File: src/rtl/core/itoa_pkg.sv
// ----------------------------------------------------------------------------
// itoa_pkg
// Shared types, character constants and helper functions of the integer to
// text converter.
// ----------------------------------------------------------------------------
package itoa_pkg;

	localparam int RADIX_BITS = 6;
	localparam int CHAR_BITS  = 7;

	localparam logic [CHAR_BITS-1:0]  CH_ZERO   = 7'd48;
	localparam logic [CHAR_BITS-1:0]  CH_ALPHA  = 7'd65;
	localparam logic [CHAR_BITS-1:0]  CH_MINUS  = 7'd45;
	localparam logic [RADIX_BITS-1:0] DEC_RADIX = 6'd10;
	localparam logic [RADIX_BITS-1:0] MIN_RADIX = 6'd2;
	localparam logic [RADIX_BITS-1:0] MAX_RADIX = 6'd36;

	typedef logic [RADIX_BITS-1:0] radix_t;
	typedef logic [CHAR_BITS-1:0]  char_t;

	// Commands from the sequencer to the datapath.
	typedef struct packed {
		logic load;      // take a new word and radix
		logic step;      // one restoring division step
		logic wr_digit;  // store the finished digit, restart the remainder
		logic wr_sign;   // store a minus sign
		logic rd_en;     // read the text buffer at the read index
		logic rd_dec;    // move the read index toward the first digit
	} itoa_cmd_t;

	// Status from the datapath to the sequencer.
	typedef struct packed {
		logic q_zero;    // quotient is zero, no more digits
		logic neg;       // the word was a negative decimal value
		logic last;      // read index points at the final character
	} itoa_sts_t;

	function automatic radix_t clamp_radix(input radix_t r);
		radix_t res;
		res = r;
		if (r < MIN_RADIX) begin
			res = MIN_RADIX;
		end else if (r > MAX_RADIX) begin
			res = MAX_RADIX;
		end
		return res;
	endfunction

	function automatic char_t digit_char(input radix_t d);
		char_t wide;
		wide = {1'b0, d};
		if (d > 6'd9) begin
			return char_t'(wide + CH_ALPHA - 7'd10);
		end
		return char_t'(wide + CH_ZERO);
	endfunction

endpackage

File: src/rtl/core/itoa_if.sv
// ----------------------------------------------------------------------------
// itoa_if
// Valid/ready channels of the converter: the number input and the character
// output.
// ----------------------------------------------------------------------------
interface itoa_in_if #(
	parameter int WORD_BITS = 32
);
	logic                 valid;
	logic                 ready;
	logic [WORD_BITS-1:0] number_word;
	logic [5:0]           radix;

	modport source (output valid, output number_word, output radix, input ready);
	modport sink   (input valid, input number_word, input radix, output ready);
endinterface

interface itoa_out_if;
	logic       valid;
	logic       ready;
	logic [6:0] char_code;
	logic       last_char;

	modport source (output valid, output char_code, output last_char, input ready);
	modport sink   (input valid, input char_code, input last_char, output ready);
endinterface

File: src/rtl/core/itoa_datapath.sv
// ----------------------------------------------------------------------------
// itoa_datapath
// Restoring divider by the radix, one quotient bit per cycle, and a text
// buffer that collects the characters least significant first.
// ----------------------------------------------------------------------------
module itoa_datapath #(
	parameter int WORD_BITS = 32
) (
	input  logic                    clk,
	input  logic                    arst_n,
	input  itoa_pkg::itoa_cmd_t     cmd,
	output itoa_pkg::itoa_sts_t     sts,
	input  logic [WORD_BITS-1:0]    number_word,
	input  logic [5:0]              radix,
	output logic [6:0]              char_code,
	output logic                    last_char
);
	import itoa_pkg::*;

	localparam int TEXT_MAX = WORD_BITS + 1;
	localparam int IDX_W    = $clog2(TEXT_MAX);
	localparam int CNT_W    = $clog2(TEXT_MAX + 1);

	logic [WORD_BITS-1:0] q_q;
	radix_t               r_q;
	radix_t               radix_q;
	logic                 neg_q;
	logic [CNT_W-1:0]     wr_idx_q;
	logic [IDX_W-1:0]     rd_idx_q;
	char_t                rd_data_q;
	char_t                text_mem [TEXT_MAX];

	radix_t               radix_c;
	logic                 neg_c;
	logic [RADIX_BITS:0]  trial;
	logic [RADIX_BITS:0]  diff;
	logic                 ge;
	char_t                wr_data;

	assign radix_c = clamp_radix(radix);
	assign neg_c   = (radix_c == DEC_RADIX) && number_word[WORD_BITS-1];
	assign trial   = {r_q, q_q[WORD_BITS-1]};
	assign diff    = trial - {1'b0, radix_q};
	assign ge      = trial >= {1'b0, radix_q};
	assign wr_data = cmd.wr_sign ? CH_MINUS : digit_char(r_q);

	always_ff @(posedge clk) begin
		if (cmd.load) begin
			radix_q  <= radix_c;
			neg_q    <= neg_c;
			q_q      <= neg_c ? (~number_word + 1'b1) : number_word;
			r_q      <= '0;
			wr_idx_q <= '0;
		end else if (cmd.step) begin
			r_q <= ge ? diff[RADIX_BITS-1:0] : trial[RADIX_BITS-1:0];
			q_q <= {q_q[WORD_BITS-2:0], ge};
		end else if (cmd.wr_digit || cmd.wr_sign) begin
			r_q      <= '0;
			wr_idx_q <= wr_idx_q + 1'b1;
		end

		if (cmd.wr_digit || cmd.wr_sign) begin
			text_mem[wr_idx_q[IDX_W-1:0]] <= wr_data;
			rd_idx_q                      <= wr_idx_q[IDX_W-1:0];
		end else if (cmd.rd_dec) begin
			rd_idx_q <= rd_idx_q - 1'b1;
		end

		if (cmd.rd_en) begin
			rd_data_q <= text_mem[rd_idx_q];
		end
	end

	assign sts.q_zero = (q_q == '0);
	assign sts.neg    = neg_q;
	assign sts.last   = (rd_idx_q == '0);

	assign char_code = rd_data_q;
	assign last_char = sts.last;

	a_rem_below_radix: assert property (@(posedge clk) disable iff (!arst_n)
		cmd.step |-> (r_q < radix_q))
		else $error("remainder not below radix during division");

	a_buffer_bound: assert property (@(posedge clk) disable iff (!arst_n)
		(cmd.wr_digit || cmd.wr_sign) |-> (wr_idx_q < CNT_W'(TEXT_MAX)))
		else $error("text buffer overrun");

	a_read_written: assert property (@(posedge clk) disable iff (!arst_n)
		cmd.rd_en |-> ({1'b0, rd_idx_q} < {1'b0, wr_idx_q}))
		else $error("read of a text entry not written for this item");

endmodule

File: src/rtl/core/itoa_ctrl.sv
// ----------------------------------------------------------------------------
// itoa_ctrl
// Sequencer: accepts a word, runs the divider once per digit, adds a sign
// if negative, then plays the text back most significant character first.
// ----------------------------------------------------------------------------
module itoa_ctrl #(
	parameter int WORD_BITS = 32
) (
	input  logic                clk,
	input  logic                arst_n,
	input  logic                in_valid,
	output logic                in_ready,
	output logic                out_valid,
	input  logic                out_ready,
	output itoa_pkg::itoa_cmd_t cmd,
	input  itoa_pkg::itoa_sts_t sts
);
	import itoa_pkg::*;

	localparam int BIT_W = $clog2(WORD_BITS);

	localparam logic [2:0] S_IDLE  = 3'd0;
	localparam logic [2:0] S_DIV   = 3'd1;
	localparam logic [2:0] S_WRITE = 3'd2;
	localparam logic [2:0] S_SIGN  = 3'd3;
	localparam logic [2:0] S_READ  = 3'd4;
	localparam logic [2:0] S_OUT   = 3'd5;

	logic [2:0]       state_q;
	logic [2:0]       state_d;
	logic [BIT_W-1:0] bit_cnt_q;
	logic [BIT_W-1:0] bit_cnt_d;

	always_comb begin
		state_d   = state_q;
		bit_cnt_d = bit_cnt_q;
		cmd       = '0;
		in_ready  = 1'b0;
		out_valid = 1'b0;
		case (state_q)
			S_IDLE: begin
				in_ready = 1'b1;
				if (in_valid) begin
					cmd.load  = 1'b1;
					bit_cnt_d = BIT_W'(WORD_BITS - 1);
					state_d   = S_DIV;
				end
			end
			S_DIV: begin
				cmd.step = 1'b1;
				if (bit_cnt_q == '0) begin
					state_d = S_WRITE;
				end else begin
					bit_cnt_d = bit_cnt_q - 1'b1;
				end
			end
			S_WRITE: begin
				cmd.wr_digit = 1'b1;
				if (!sts.q_zero) begin
					bit_cnt_d = BIT_W'(WORD_BITS - 1);
					state_d   = S_DIV;
				end else if (sts.neg) begin
					state_d = S_SIGN;
				end else begin
					state_d = S_READ;
				end
			end
			S_SIGN: begin
				cmd.wr_sign = 1'b1;
				state_d     = S_READ;
			end
			S_READ: begin
				cmd.rd_en = 1'b1;
				state_d   = S_OUT;
			end
			S_OUT: begin
				out_valid = 1'b1;
				if (out_ready) begin
					if (sts.last) begin
						state_d = S_IDLE;
					end else begin
						cmd.rd_dec = 1'b1;
						state_d    = S_READ;
					end
				end
			end
			default: begin
				state_d = S_IDLE;
			end
		endcase
	end

	always_ff @(posedge clk or negedge arst_n) begin
		if (!arst_n) begin
			state_q   <= S_IDLE;
			bit_cnt_q <= '0;
		end else begin
			state_q   <= state_d;
			bit_cnt_q <= bit_cnt_d;
		end
	end

	a_one_side: assert property (@(posedge clk) disable iff (!arst_n)
		!(in_ready && out_valid))
		else $error("input taken while a character is pending");

	a_div_length: assert property (@(posedge clk) disable iff (!arst_n)
		(state_q == S_WRITE) |-> ($past(state_q) == S_DIV && $past(bit_cnt_q) == '0))
		else $error("digit stored before the division finished");

	a_last_ends: assert property (@(posedge clk) disable iff (!arst_n)
		(out_valid && out_ready && sts.last) |=> in_ready)
		else $error("sequencer did not return to idle after the final character");

endmodule

File: src/rtl/core/integer_to_text_any_base_top.sv
// ----------------------------------------------------------------------------
// integer_to_text_any_base_top
// Converts a word to ASCII text in any radix from 2 to 36, one character per
// output item, most significant first, with a flag on the final character.
// ----------------------------------------------------------------------------
// Sequence: after the input is taken, every digit runs a full division
//   and a buffer write, then the minus sign is written if there is one.
// A new item is taken only after the final character is accepted, and
//   the divider retires one quotient bit per cycle while it divides.
// Reset: arst_n clears the sequencer to idle; the datapath holds no state
//   that reset needs to clear.
module integer_to_text_any_base_top #(
	parameter int WORD_BITS = 32
) (
	input  logic      clk,
	input  logic      arst_n,
	itoa_in_if.sink   in_ch,
	itoa_out_if.source out_ch
);
	import itoa_pkg::*;

	// Command and status between the sequencer and the datapath.
	itoa_cmd_t cmd;
	itoa_sts_t sts;

	// The sequencer owns both handshakes. It takes a new item only when idle,
	// and shows a character only after its registered buffer read is done.
	itoa_ctrl #(
		.WORD_BITS (WORD_BITS)
	) u_ctrl (
		.clk       (clk),
		.arst_n    (arst_n),
		.in_valid  (in_ch.valid),
		.in_ready  (in_ch.ready),
		.out_valid (out_ch.valid),
		.out_ready (out_ch.ready),
		.cmd       (cmd),
		.sts       (sts)
	);

	// The datapath divides the magnitude by the radix repeatedly. Each
	// remainder becomes a character in the text buffer, least significant
	// first, and playback walks the buffer backward so the output comes out
	// most significant first. A zero word still runs one division and so
	// produces the single character '0'.
	itoa_datapath #(
		.WORD_BITS (WORD_BITS)
	) u_dp (
		.clk         (clk),
		.arst_n      (arst_n),
		.cmd         (cmd),
		.sts         (sts),
		.number_word (in_ch.number_word),
		.radix       (in_ch.radix),
		.char_code   (out_ch.char_code),
		.last_char   (out_ch.last_char)
	);

endmodule
File: src/flat_wrapper.sv
// flat-port wrapper written by rule: the top's interface ports become plain ports
module integer_to_text_any_base_top_flat import itoa_pkg::*;
#(
	parameter int WORD_BITS = 32
)
  (clk, arst_n, in_ch_valid, in_ch_number_word, in_ch_radix, in_ch_ready, out_ch_valid, out_ch_char_code, out_ch_last_char, out_ch_ready);
  itoa_in_if #(.WORD_BITS(WORD_BITS)) in_ch_i ();
  itoa_out_if out_ch_i ();
  input  logic clk;
  input  logic arst_n;
  input wire logic [$bits(in_ch_i.valid)-1:0] in_ch_valid;
  input wire logic [$bits(in_ch_i.number_word)-1:0] in_ch_number_word;
  input wire logic [$bits(in_ch_i.radix)-1:0] in_ch_radix;
  output wire logic [$bits(in_ch_i.ready)-1:0] in_ch_ready;
  output wire logic [$bits(out_ch_i.valid)-1:0] out_ch_valid;
  output wire logic [$bits(out_ch_i.char_code)-1:0] out_ch_char_code;
  output wire logic [$bits(out_ch_i.last_char)-1:0] out_ch_last_char;
  input wire logic [$bits(out_ch_i.ready)-1:0] out_ch_ready;
  assign in_ch_i.valid = in_ch_valid;
  assign in_ch_i.number_word = in_ch_number_word;
  assign in_ch_i.radix = in_ch_radix;
  assign in_ch_ready = in_ch_i.ready;
  assign out_ch_valid = out_ch_i.valid;
  assign out_ch_char_code = out_ch_i.char_code;
  assign out_ch_last_char = out_ch_i.last_char;
  assign out_ch_i.ready = out_ch_ready;
  integer_to_text_any_base_top #(.WORD_BITS(WORD_BITS)) u_core (.clk(clk), .arst_n(arst_n), .in_ch(in_ch_i), .out_ch(out_ch_i));
endmodule
File: config.mk
export PLATFORM = sky130hd
export DESIGN_NAME = integer_to_text_any_base_top_flat
export DESIGN_NICKNAME = d
export VERILOG_FILES = /design/src/rtl/core/itoa_pkg.sv /design/src/rtl/core/itoa_if.sv /design/src/rtl/core/itoa_datapath.sv /design/src/rtl/core/itoa_ctrl.sv /design/src/rtl/core/integer_to_text_any_base_top.sv /design/src/flat_wrapper.sv
export SDC_FILE = /design/constraint.sdc
export NUM_CORES = 1
export LEC_CHECK = 0
export BUFFER_PORTS_ARGS = -buffer_cell sky130_fd_sc_hd__clkbuf_2
export CORE_MARGIN = 3
export CORE_UTILIZATION = 40
export DETAILED_ROUTE_END_ITERATION = 10
export PLACE_DENSITY = 0.57
export SLEW_MARGIN = 20
export SYNTH_ARGS = -nofsm -noshare
export SYNTH_HDL_FRONTEND = slang
export SYNTH_HIERARCHICAL = 1
export SYNTH_SLANG_ARGS = --single-unit
File: constraint.sdc
create_clock -name clk -period 8.2 [get_ports clk]
set_input_delay 0.41 -clock clk [delete_from_list [all_inputs] [get_ports clk]]
set_output_delay 0.41 -clock clk [all_outputs]
set_load 0.01 [all_outputs]
==> results of run 1 <==
state kept, by name, indices dropped and copies added, names as in the netlist:
name,flops
u_core/u_dp/radix_q,6
u_core/u_dp/neg_q,1
u_core/u_dp/q_q,32
u_core/u_dp/r_q,6
u_core/u_dp/char_code,7
u_core/u_dp/rd_idx_q,6
u_core/u_dp/text_mem,231
u_core/u_dp/wr_idx_q,6
u_core/u_ctrl/state_q,3
u_core/u_ctrl/bit_cnt_q,5
power by group:
group          switching [mW]  internal, mW
clock                   0.586         0.749
sequential              0.156          2.16
combinational           0.856         0.426
metrics by stage:
| step | hold slack [ns] | power (mW) | util (%) |
|---|---|---|---|
| floorplan | 0.114 | 3.13 | - |
| global placement | 0.285 | 3.65 | 42.9 |
| detailed placement | 0.285 | 3.65 | 42.9 |
| CTS | 0.0788 | 4.99 | 45.9 |
| global route | 0.0957 | 5.21 | 45.9 |
| finish | 0.111 | 4.94 | 45.9 |
path summary, 6_finish.rpt:
check                                       startpoint                         end  slack (ns)  depth (start not counted)
setup / recovery               u_core/u_dp/rd_idx_q[0]            out_ch_last_char        4.63                          5
hold / removal                          in_ch_radix[5]      u_core/u_dp/radix_q[5]        0.11                          1
setup reg to reg               u_core/u_dp/rd_idx_q[0]    u_core/u_dp/char_code[6]        4.78                          6
hold reg to reg            u_core/u_dp/text_mem[32][4]    u_core/u_dp/char_code[4]        0.53                          2
max in group asynchronous                       arst_n    u_core/u_ctrl/state_q[2]        7.77                          2
min in group asynchronous                       arst_n  u_core/u_ctrl/bit_cnt_q[1]        0.24                          2
layout make-up:
class | count | area share [%]
Sequential cell | 303 | 59.3
Clock inverter | 17 | 0.781
Inverter | 25 | 0.623
Clock buffer | 41 | 5.75
Multi-Input combinational cell | 523 | 27.6
Tap cell | 442 | 3.67
Timing Repair Buffer | 62 | 2.26
routing by layer:
layer / GRT usage [%] / part of all wire (%)
met2: 25.6 / 45
met3: 3.24 / 6.5
met5: 0 / 0
met4: 3.24 / 1.7
met1: 25.2 / 47
worst max-delay path, delay by kind of cell, from the launching register on:
kind,cells,cell delay (ns)
fa+ha+maj,1,0.23
buf+inv,3,1.12
flops,1,0.96
simple gates,1,0.24
logic make-up after synthesis:
logic type,synth area share [%]
AO/OA/AOI/OAI,7.10
XOR/XNOR,2.81
adder cells (fa/ha/maj),1.53
buffers and inverters,2.32
flip-flops,66.8
multiplexers,10.2
AND/OR/NAND/NOR,9.18
placed cells by master (no fill, tap or decap), drive strengths merged, types with 17 or more instances in the layout:
master,synthesis,final
xor2,24,24
mux4,56,56
nand2,38,38
a21oi,63,63
nor4,17,17
xnor2,19,19
nor2,107,107
o21ai,33,33
edfxtp,283,283
inv,25,26
clkbuf,32,92
timing repair:
item                      in CTS  in global routing
gates resized for setup        0                  0
hold buffers                   1                  0
hold endpoints to repair       8                  0
==> impl_metrics.ini, run 1 <==
[worst_setup_path]
max_stage_delay_ns = 0.96
cp-end-kind = output port
start_kind = flip-flop
worstSetupPathType = flip-flop to output port
crit_path_top_delay_cell = edfxtp_1
worstPathCellList = buf_4 -> inv_1 -> ha_1 -> and3_1 -> clkbuf_2
crit_fanout = 44
cp.required_ns = 7.79
cp.arrival_ns = 3.16

[logic_synthesis]
ys_types = 67
ys.flop_type = edfxtp_1
syn-num-nets = 953
synth_area_leader_cell = edfxtp_1
synth_top_area_share_pct = 63.5
async_flop_share_pct = 2.64
syn_avg_cell_area_um2 = 14.9
synth_edf_count = 283
yosys-top-cells-count = 283 x edfxtp_1, 107 x nor2_1, 63 x a21oi_1
ys_ff_latch = 303
syn_area_um2 = 13400
synthCells = 896
yosys_warnings = 6
yosysSeqAreaShare_pct = 66.8
synthTopCellsByArea = edfxtp_1 64%, mux4_2 9.4%, nor2_1 3.0%
yosysMostFrequentCell = edfxtp_1

[sta]
rsz0062_at_grt = false
maxSlewHeadroom_pct = 26.9
maxSlewViolCount = 0
finalHoldViolations = 0
setup_ws_ns = 4.63
fmax_mhz = 280
setup_violations = 0
tns_ns = 0
fin_skew_ns = 0.0128
finalCriticalPeriod_ns = 3.57
worst_slew_pin_slew_ns = 1.09
finalCritPeriodShare_pct = 43.5

[placed_design]
placed_cell_area_um2 = 14100
pre_cts_slack_ns = 4.67
gp_congestion = 0.794
io_buffers = 51
hpwl_um = 19200
post-place-cells = 1354

[grt]
antenna_found_initial = 0
grt_max_degree = 78
grt-ovfl-total = 0
grt.total_usage_pct = 16.7
grt_pass1_vias = 7701
grt_pass1_wl_um = 46100

[finish]
drive_gt1_share_pct = 19.5
nNetsFinal = 1003
multiInputGateArea_um2 = 4150
finalInstanceArea_um2 = 15100
diodes = 0
n_fill_cell = 2933
regArea_um2 = 8940
areaGrowthSynthToFinish_pct = 12.6
layoutNonFillerInstCount = 1413

[floorplan]
placementRows = 66
core_area_um2 = 32800
die_area_um2 = 35700
start_util_pct = 40.8
dieHeight_um = 189
io_pins = 52
chipWidth_um = 189

[power]
pwr_density_cell_nw_per_um2 = 328
peakVddDrop_uv = 227
power_leakage_nw = 4.91

[status]
status = finished, final reports clean

[clocking]
worstSkewPairLatency_ns = 0.57
cts_sinks = 303
htree_levels = 1
cts_setup_buffers = 0
clockRootBuffer = clkbuf_16
numCtsBuffers = 31
clk_path_buf_depth = 3
cts_tree = yes
clk_pin_slew_ns = 0.06

[detailed_routing]
antenna_left = 0
drc = 0
wire_per_inst_um = 20.9
drtIter0Drc = 911
vias = 7728
viasPerCell = 5.47
wirelength_um = 29600
first_pass_iters = 5

[job]
drv_cap = 0

[hold_path]
min_path_type = input pin to flip-flop
Power figures use the tool's default switching activity.
==> run 2, diff against run 1 <==
PLACE_DENSITY = 0.59   (was 0.57)
clock period = 2.9 ns   (was 8.2 ns; I/O delays follow)
==> run 2 against run 1 <==
Routed wire length fell by 3.3%. Worst hold slack got worse by 0.082 ns. Final cell count rose by 3.7%. Sequential share of layout area fell by 1.9 points. Non-clock buffer count rose by 51.
==> impl_metrics.ini, run 2 (synthesis results as in run 1) <==
[power]
power_leakage_nw = 5.22
intPower_mw = 9.85
p_sw_share_pct = 30.7
pwr_density_cell_nw_per_um2 = 913
peakVddDrop_uv = 641
p_clk_share_pct = 29.0
pwr-share-comb_pct = 25.6
p_switching_mw = 4.36
seqPwrFrac_pct = 45.4

[worst_setup_path]
crit_path_top_delay_cell = nor2_1
cp.required_ns = 3.04
path_common_cell = nor2_1
worstPathCellList = nor3b_1 -> nor2_1 -> nor2_1 -> nand3b_1 -> nor2_1
cp-end-kind = flip-flop
worstSetupPathType = flip-flop to flip-flop
start_kind = flip-flop
cp.arrival_ns = 2.63
crit_fanout = 15
max_stage_delay_ns = 0.56

[detailed_routing]
wire_per_inst_um = 19.5
drc = 0
antenna_left = 0
wirelength_um = 28600
vias = 7791
viasPerCell = 5.32
first_pass_iters = 5
drtIter0Drc = 588

[clocking]
worstSkewPairLatency_ns = 0.52
cts_setup_buffers = 0
clk_pin_slew_ns = 0.06
cts_sinks = 303
cts_resized = 0
htree_levels = 2
cts_tree = yes
holdBufCountCts = 10
numCtsBuffers = 34
clk_path_buf_depth = 3
clockRootBuffer = clkbuf_16

[sta]
setup_violations = 0
worst_slew_pin_slew_ns = 0.633
finalCritPeriodShare_pct = 85.7
finalHoldViolations = 0
maxSlewViolCount = 0
finalCriticalPeriod_ns = 2.49
maxSlewHeadroom_pct = 57.8
tns_ns = 0
rsz0062_at_grt = false
fmax_mhz = 402
fin_skew_ns = 0.0218

[finish]
largest_register_ffs = 231
nNetsFinal = 1057
areaGrowthSynthToFinish_pct = 16.3
drive_gt1_share_pct = 22.1
mostFrequentLayoutCells = 283 x edfxtp_1, 106 x nor2_1, 62 x a21oi_1
diodes = 0
layout_commonest_cell = edfxtp_1
finalInstanceArea_um2 = 15600
n_fill_cell = 2879
layoutNonFillerInstCount = 1465

[floorplan]
core_area_um2 = 32800
dieHeight_um = 189
placementRows = 66
die_area_um2 = 35700
io_pins = 52
chipWidth_um = 189
start_util_pct = 40.8

[grt]
grt_pass1_vias = 7969
grt_max_degree = 52
grt-ovfl-total = 0
grt.total_usage_pct = 16.4
grt_pass1_wl_um = 45800
antenna_found_initial = 0

[hold_path]
min_path_type = input pin to asynchronous set/reset pin

[placed_design]
gp_congestion = 0.799
hpwl_um = 18800
post-place-cells = 1396
placed_cell_area_um2 = 14400
io_buffers = 51

[job]
drv_cap = 0

[status]
status = finished, final reports clean
-- run 2: area by class of cell --
class	count	area (µm²)	share of cell area, %
Clock buffer	48	945	6.07
Clock inverter	11	126	0.812
Inverter	25	93.8	0.603
Multi-Input combinational cell	523	4150	26.7
Sequential cell	303	8940	57.4
Tap cell	442	553	3.55
Timing Repair Buffer	113	758	4.87
-- run 2: critical path: cells and delay by family (launching register included) --
family | cells | cell delay [ns]
flip-flops | 1 | 0.51
AND/OR/NAND/NOR | 5 | 1.61
-- run 2: metrics by stage --
stage / setup slack, ns / hold slack (ns) / util, % / power, mW
3_3_place_gp: 0.450 / 0.00910 / 43.9 / 10.2
6_report: 0.414 / 0.0287 / 47.5 / 14.2
3_5_place_dp: 0.356 / 0.00895 / 43.9 / 10.2
2_1_floorplan: 0.374 / -0.151 / - / 8.84
5_1_grt: 0.0966 / 0.0445 / 47.5 / 15.0
4_1_cts: 0.346 / 0.0129 / 47.5 / 14.4
-- run 2: path summary, 6_finish.rpt --
check	start	slack (ns)	cells after the start	to
max in group asynchronous	arst_n	2.68	2	u_core/u_ctrl/state_q[0]
worst min-delay path	arst_n	0.03	2	u_core/u_ctrl/state_q[1]
min in group clk	in_ch_number_word[0]	0.05	3	u_core/u_dp/q_q[0]
worst max-delay path	u_core/u_ctrl/state_q[0]	0.41	5	u_core/u_dp/text_mem[15][1]
worst max register to register	u_core/u_ctrl/state_q[0]	0.41	5	u_core/u_dp/text_mem[15][1]
worst min register to register	u_core/u_dp/text_mem[32][6]	0.53	2	u_core/u_dp/char_code[6]
-- run 2: layer usage --
layer / global-route usage (%) / vias to the layer above / share of wire, %
met2: 26.7 / 200 / 47
met4: 4.18 / 0 / 2.0
li1: - / 3679 / -
met5: 0 / - / 0
met1: 23.4 / 3871 / 46
met3: 2.46 / 41 / 4.8
-- run 2: power by group through the flow --
stage,Clock [mW],Sequential (mW),Combinational [mW]
6_report,4.12,6.46,3.64
3_5_place_dp,0,6.55,3.70
5_1_grt,4.42,6.51,4.05
3_3_place_gp,0,6.53,3.64
4_1_cts,4.22,6.46,3.72
2_1_floorplan,0,6.37,2.47
